## src/swhc_pkg.sv

```systemverilog
// Shared types and constants for the sliding-window keyed hit counter.
package swhc_pkg;

  localparam int unsigned RING_DEPTH = 256;
  localparam int unsigned KEY_BITS   = 8;
  localparam int unsigned TIME_BITS  = 32;

  localparam int unsigned KEY_COUNT  = 1 << KEY_BITS;
  localparam int unsigned PTR_BITS   = $clog2(RING_DEPTH);
  localparam int unsigned OCC_BITS   = $clog2(RING_DEPTH + 1);
  localparam int unsigned WIN_BITS   = 32;
  localparam int unsigned CMP_BITS   = (TIME_BITS > WIN_BITS) ? TIME_BITS : WIN_BITS;
  localparam int unsigned CNT_OUT_BITS = 9;
  localparam int unsigned MODE_BITS  = 2;
  localparam int unsigned ENTRY_BITS = TIME_BITS + KEY_BITS;

  localparam int unsigned APB_DATA_BITS = 32;
  localparam int unsigned APB_ADDR_BITS = 2;

  // Register map
  localparam logic [APB_ADDR_BITS-1:0] REG_WINDOW_ADDR = '0;
  localparam logic [WIN_BITS-1:0]      WINDOW_RESET    = WIN_BITS'(300);

  // Item modes
  localparam logic [MODE_BITS-1:0] MODE_HIT   = 2'd0;
  localparam logic [MODE_BITS-1:0] MODE_KEY   = 2'd1;

  typedef struct packed {
    logic [MODE_BITS-1:0] mode;
    logic [KEY_BITS-1:0]  key;
    logic [TIME_BITS-1:0] timestamp;
  } swhc_in_t;

  typedef struct packed {
    logic [CNT_OUT_BITS-1:0] count;
    logic                    dropped;
  } swhc_out_t;

  // Counter table access from the controller
  typedef struct packed {
    logic                rd_en;
    logic [KEY_BITS-1:0] rd_addr;
    logic                wr_en;
    logic [KEY_BITS-1:0] wr_addr;
    logic [OCC_BITS-1:0] wr_data;
  } swhc_cnt_req_t;

  typedef enum logic [1:0] {
    ST_IDLE,
    ST_EXP_CHK,
    ST_EXP_CNT,
    ST_MAIN
  } swhc_state_e;

  // Step a ring pointer with wrap
  function automatic logic [PTR_BITS-1:0] ptr_next(input logic [PTR_BITS-1:0] p);
    logic [PTR_BITS-1:0] r;
    if (p == PTR_BITS'(RING_DEPTH - 1)) begin
      r = '0;
    end else begin
      r = p + PTR_BITS'(1);
    end
    return r;
  endfunction

endpackage

```

## src/swhc_key_table.sv

```systemverilog
// Per-key hit counter memory with per-entry valid bits for reset clearing.
module swhc_key_table import swhc_pkg::*; (
  input  logic                clk_i,
  input  logic                rst_ni,
  input  swhc_cnt_req_t       req_i,
  output logic [OCC_BITS-1:0] rd_cnt_o
);

  logic [OCC_BITS-1:0]  mem [KEY_COUNT];
  logic [KEY_COUNT-1:0] vld_q;
  logic [OCC_BITS-1:0]  rd_data_q;
  logic                 rd_vld_q;

  // Write and read the counter array; read data is registered
  always_ff @(posedge clk_i) begin
    if (req_i.wr_en) begin
      mem[req_i.wr_addr] <= req_i.wr_data;
    end
    if (req_i.rd_en) begin
      if (req_i.wr_en && (req_i.wr_addr == req_i.rd_addr)) begin
        rd_data_q <= req_i.wr_data;
      end else begin
        rd_data_q <= mem[req_i.rd_addr];
      end
    end
  end

  // Track written entries; an unwritten counter reads as zero
  always_ff @(posedge clk_i or negedge rst_ni) begin
    if (!rst_ni) begin
      vld_q    <= '0;
      rd_vld_q <= 1'b0;
    end else begin
      if (req_i.rd_en) begin
        rd_vld_q <= vld_q[req_i.rd_addr] ||
                    (req_i.wr_en && (req_i.wr_addr == req_i.rd_addr));
      end
      if (req_i.wr_en) begin
        vld_q[req_i.wr_addr] <= 1'b1;
      end
    end
  end

  assign rd_cnt_o = rd_vld_q ? rd_data_q : '0;

endmodule

```

## config.mk

```make
export PLATFORM = sky130hd
export DESIGN_NAME = swhc_key_table
export DESIGN_NICKNAME = d
export VERILOG_FILES = /design/src/swhc_pkg.sv /design/src/swhc_key_table.sv
export SDC_FILE = /design/constraint.sdc
export NUM_CORES = 2
export LEC_CHECK = 0
export BUFFER_PORTS_ARGS = -buffer_cell sky130_fd_sc_hd__clkbuf_2
export CAP_MARGIN = 20
export CORE_ASPECT_RATIO = 0.9
export CORE_MARGIN = 10
export CORE_UTILIZATION = 45
export CTS_CLUSTER_DIAMETER = 60
export DETAILED_ROUTE_END_ITERATION = 8
export GPL_ROUTABILITY_DRIVEN = 1
export PLACE_DENSITY = 0.73
export SKIP_CTS_REPAIR_TIMING = 1
export SLEW_MARGIN = 20
export SYNTH_ARGS = -nofsm -noshare
export SYNTH_HDL_FRONTEND = slang
export SYNTH_SLANG_ARGS = --single-unit
```

## constraint.sdc

```tcl
create_clock -name clk_i -period 2 [get_ports clk_i]
set_input_delay 0.2 -clock clk_i [delete_from_list [all_inputs] [get_ports clk_i]]
set_output_delay 0.2 -clock clk_i [all_outputs]
set_load 0.05 [all_outputs]
```

---- Word-level counts from Yosys, hierarchy flattened ----
Memory sizes are Yosys's and may differ from the RTL's. A register that Yosys moved wholly into a read port is not among the register bits.
Cells that the tools add are included.
storage, ports and cells
  bits in registers ....................... 257
  bits in writable memories ............... 2304
  input port bits ......................... 29
  word-level logic and storage cells ...... 18
  memories kept ........................... 1
memory list
  memory  words  width  read ports  clocked after Yosys merged registers in  write ports  line                 RTL
  mem     256    9      1           1                                        1            swhc_key_table.sv:9  logic [OCC_BITS-1:0] mem [KEY_COUNT];
operators by class
  magnitude comparators ................... 3
  equal/unequal tests ..................... 1
  mux-type cells .......................... 7
  bitwise operators ....................... 1
  reductions and logical operators ........ 3
operators with widths
  cell                                                               count
  OR 256 bit                                                         1
  < comparator 8 x 9 -> 1 bit, second input constant                 2
  two-way mux 9 bit                                                  1
  binary-select mux 1 bit (select 8 bit)                             1
  demux 1 bit (select 8 bit)                                         1
  == test 8 bit                                                      1
  greater-or-equal comparator 8 x 1 -> 1 bit, second input constant  1
  two-way mux 1 bit                                                  4
  logical AND 1 bit                                                  2
  logical OR 1 bit                                                   1

---- Longest topological paths before layout ----
  depth after elaboration ................. 5
  depth in mapped cells ................... 13

---- Least setup slack after synthesis ----
OpenSTA, ideal clock, no wires.
  kind .................................... input-to-reg
  from .................................... input port req_i[18] in the netlist's numbering
  to ...................................... register rd_data_q[1] (read register of mem) (data pin)
  setup time .............................. 0.263 ns
  arrival time ............................ 2.206 ns
  path slack .............................. -0.468 ns
  stages .................................. 10
  buffers on the path ..................... 5
  path through ............................ buf_6 buf_12 buf_8 buf_8 buf_2 mux4_2 a22oi_1 a31oi_1 nor4_1 a21oi_1
RTL lines
  what         line                  RTL
  from (decl)  swhc_key_table.sv:5   input swhc_cnt_req_t req_i,
  to (decl)    swhc_key_table.sv:11  logic [OCC_BITS-1:0] rd_data_q;

==> results.py <==
metrics = {
    "run_status": {
        "status": "complete, but fails checks",
        "violations": "negative setup slack",
    },
    "global_routing": {
        "use_met3_pct": 5.65,
        "grt_overflow": 0,
        "grt_pass1_vias": 55748,
        "grt_busiest_layer": "met2",
        "use_met1_pct": 29.6,
        "antenna_found_initial": 9,
        "use_met2_pct": 33.5,
        "grt_max_degree": 92,
        "grt_usage_pct": 21.6,
        "grt_pass1_wl_microns": 390000,
    },
    "pwr": {
        "p_leak_nw": 41.8,
        "p_total_w": 0.113,
        "power_density_nw_per_um2": 929,
        "vdd_drop_max_mv": 0.867,
    },
    "floorplan": {
        "fp.dieW_microns": 518,
        "num_rows": 164,
        "fp.dieH_microns": 468,
        "dieArea_sq_um": 242000,
        "ios": 38,
        "initial_core_util_pct": 45.2,
        "core_area_sq_um": 222000,
    },
    "flow_run": {
        "maxCapViolCount": 0,
    },
    "place": {
        "numPortBuffers": 37,
        "dp_hpwl_microns": 174000,
        "place_area_sq_um": 112000,
        "dpl_worst_slack_ns": -1.43,
        "place.gp.congestion": 0.985,
    },
    "clocking": {
        "htreeDepth": 4,
        "clock_path_buffers": 3,
        "cts_tree": "done",
        "cts_root_buf": "clkbuf_16",
        "numClockSinks": 2570,
        "insertion_delay_ns": 0.88,
        "cts.clk_slew.worst_paths_ns": 0.07,
        "cts_made_buffers": 235,
    },
    "yosys": {
        "synthArstFlopShare_pct": 10.0,
        "syn_nets": 5059,
        "ys.flop_type": "edfxtp_1",
        "yosys_warnings": 0,
        "ys_ff_latch": 2570,
        "seq_area_frac_synth_pct": 75.7,
        "synth_edf_count": 2313,
        "synth_area_per_cell_sq_um": 19.9,
        "syn_inst": 5030,
        "synth_cell_types": 64,
        "synth_area_sq_um": 100000,
    },
    "drt": {
        "drt_iter0_markers": 7323,
        "dr.pass1.iters": 8,
        "drtAntennaViolNets": 0,
        "vias": 54852,
        "vias_per_cell": 6.03,
        "drc": 0,
        "post_drt_wl_per_cell_microns": 29.4,
        "drt-total-wl_microns": 267000,
    },
    "setup_path": {
        "startpoint_type": "flop",
        "crit_arrival_ns": 3.13,
        "cp.required_ns": 2.63,
        "end_kind": "flop",
        "worst-path-max-fanout": 1,
        "critPathKind": "flop to flop",
    },
    "timing": {
        "post-route-min-period_ns": 2.50,
        "setup_viol": 11,
        "skew_ns": 0.0619,
        "period_share_pct": 125,
        "setup_ws_ns": -0.498,
        "max_slew_margin_pct": 23.0,
        "drv_slew": 0,
        "hold_viol_final": 0,
        "rsz0062_at_grt": "true",
        "worstMarginPinSlew_ns": 1.15,
        "timing.fmax_mhz": 400,
        "finalSetupTns_ns": -3.28,
    },
    "cells_and_area": {
        "drive_above_1_share_pct": 38.3,
        "fillers": 16093,
        "final_area_sq_um": 121000,
        "num-nets-final": 5924,
        "area_growth_pct": 21.0,
        "fin_util_pct": 54.7,
    },
    "hold_path": {
        "hold_path_class": "input pin to async pin",
    },
}
==> metrics by stage <==
stage          std cells  hold WS, ns
2_1_floorplan       5030      -0.0956
3_3_place_gp        8635        0.128
3_5_place_dp        8635        0.132
4_1_cts             9084       -0.799
5_1_grt             9098       0.0231
6_report            9099       0.0399
==> critical path, cell delays in order (launching register included) <==
cell and delay (ns):
edfxtp_1 0.36, mux4_2 0.51, a21oi_1 0.27, buf_4 0.19, nor3_1 0.06, nor4_2 0.52, a221o_1 0.26, mux2i_1 0.08
==> final timing paths <==
| path | startpoint | endpoint | slack (ns) | cells after the start |
|---|---|---|---|---|
| setup / recovery | mem[219][7] | rd_data_q[7] | -0.50 | 7 |
| hold / removal | rst_ni | rd_vld_q | 0.04 | 3 |
| hold reg to reg | vld_q[223] | vld_q[223] | 0.46 | 1 |
| min in group clk_i | req_i[8] | mem[120][8] | 0.09 | 1 |
| max in group asynchronous | rst_ni | vld_q[105] | 1.55 | 3 |
| setup reg to reg | mem[219][7] | rd_data_q[7] | -0.50 | 7 |
==> final cells by class <==
type	count	area, sq um	area share, %
flip-flops and latches	2570	75900	62.5
multi-input cells	2162	23500	19.4
repair buffers	920	10200	8.37
clock buffers	328	6470	5.33
well taps	2988	3740	3.08
clock inverters	121	1530	1.26
inverters	6	23.8	0.0196
diodes	4	10.0	0.00825
==> layout by cell type (no fill, tap or decap), drive strengths merged, types with 11 or more instances in the layout <==
cell and instances:
a211oi 35, a21oi 58, a221oi 34, a22oi 110
a31oi 11, a41oi 16, and2 23, buf 889
bufinv 26, clkbuf 349, clkinv 84, dfrtp 257
edfxtp 2313, inv 13, mux2 69, mux2i 182
mux4 522, nand2 92, nand2b 12, nand3 53
nand4 20, nor2 311, nor2b 14, nor3 64
nor4 14, o21ai 46, o221ai 38, o22ai 96
or2 258, or4 17
==> Yosys cell counts, types with 10 or more instances <==
master	instances	area share [%]
edfxtp_1	2313	69
buf_12	17	0.34
mux2_2	69	0.77
buf_4	28	0.21
a21oi_1	58	0.29
nor2b_1	14	0.087
nand2_1	92	0.34
buf_6	29	0.33
buf_8	14	0.21
o22ai_1	95	0.59
nand4_1	20	0.12
clkbuf_1	124	0.46
mux2i_1	182	1.8
o21ai_0	45	0.22
buf_1	24	0.090
nor4_1	14	0.087
nor2_1	311	1.2
a41oi_1	16	0.14
nand3_1	53	0.26
a31oi_1	11	0.069
o221ai_1	38	0.33
buf_2	48	0.24
mux4_1	30	0.79
dfrtp_1	257	6.4
nor3_1	64	0.32
o31ai_1	10	0.075
and2_1	22	0.14
mux4_2	492	11
a22oi_1	110	0.82
or3_1	10	0.062
a211oi_1	33	0.25
a221oi_1	32	0.28
or2_2	258	1.6
nand2b_1	12	0.075
or4_1	17	0.13
==> sequential cells by signal, indices dropped and copies added (netlist names) <==
name	flops
rd_vld_q	1
rd_data_q	9
vld_q	256
mem	2304
==> per-layer routing <==
| layer | wire, microns | vias up | part of all wire [%] |
|---|---|---|---|
| met5 | 166 | - | 0.062 |
| met4 | 10100 | 6 | 3.8 |
| met3 | 30300 | 543 | 11 |
| met2 | 125000 | 3304 | 47 |
| met1 | 102000 | 28684 | 38 |
| li1 | - | 22315 | - |
==> cells by family (layout without fill, tap and decap cells) <==
logic type | Yosys count | after routing | synth area share (%)
flops | 2570 | 2570 | 75.7
simple gates | 895 | 895 | 4.46
mux | 773 | 773 | 14.4
compound gates | 486 | 486 | 3.42
buf+inv | 298 | 1375 | 1.97
xor+xnor | 8 | 8 | 0.0699
other cells | 0 | 4 | 0
==> report_power, final <==
part / switching [W] / total (W) / internal [W]
Combinational: 0.00431 / 0.00737 / 0.00306
Sequential: 0.000266 / 0.0593 / 0.0591
Clock: 0.0199 / 0.0460 / 0.0261
Note: power is estimated with default switching activity, not from simulation.
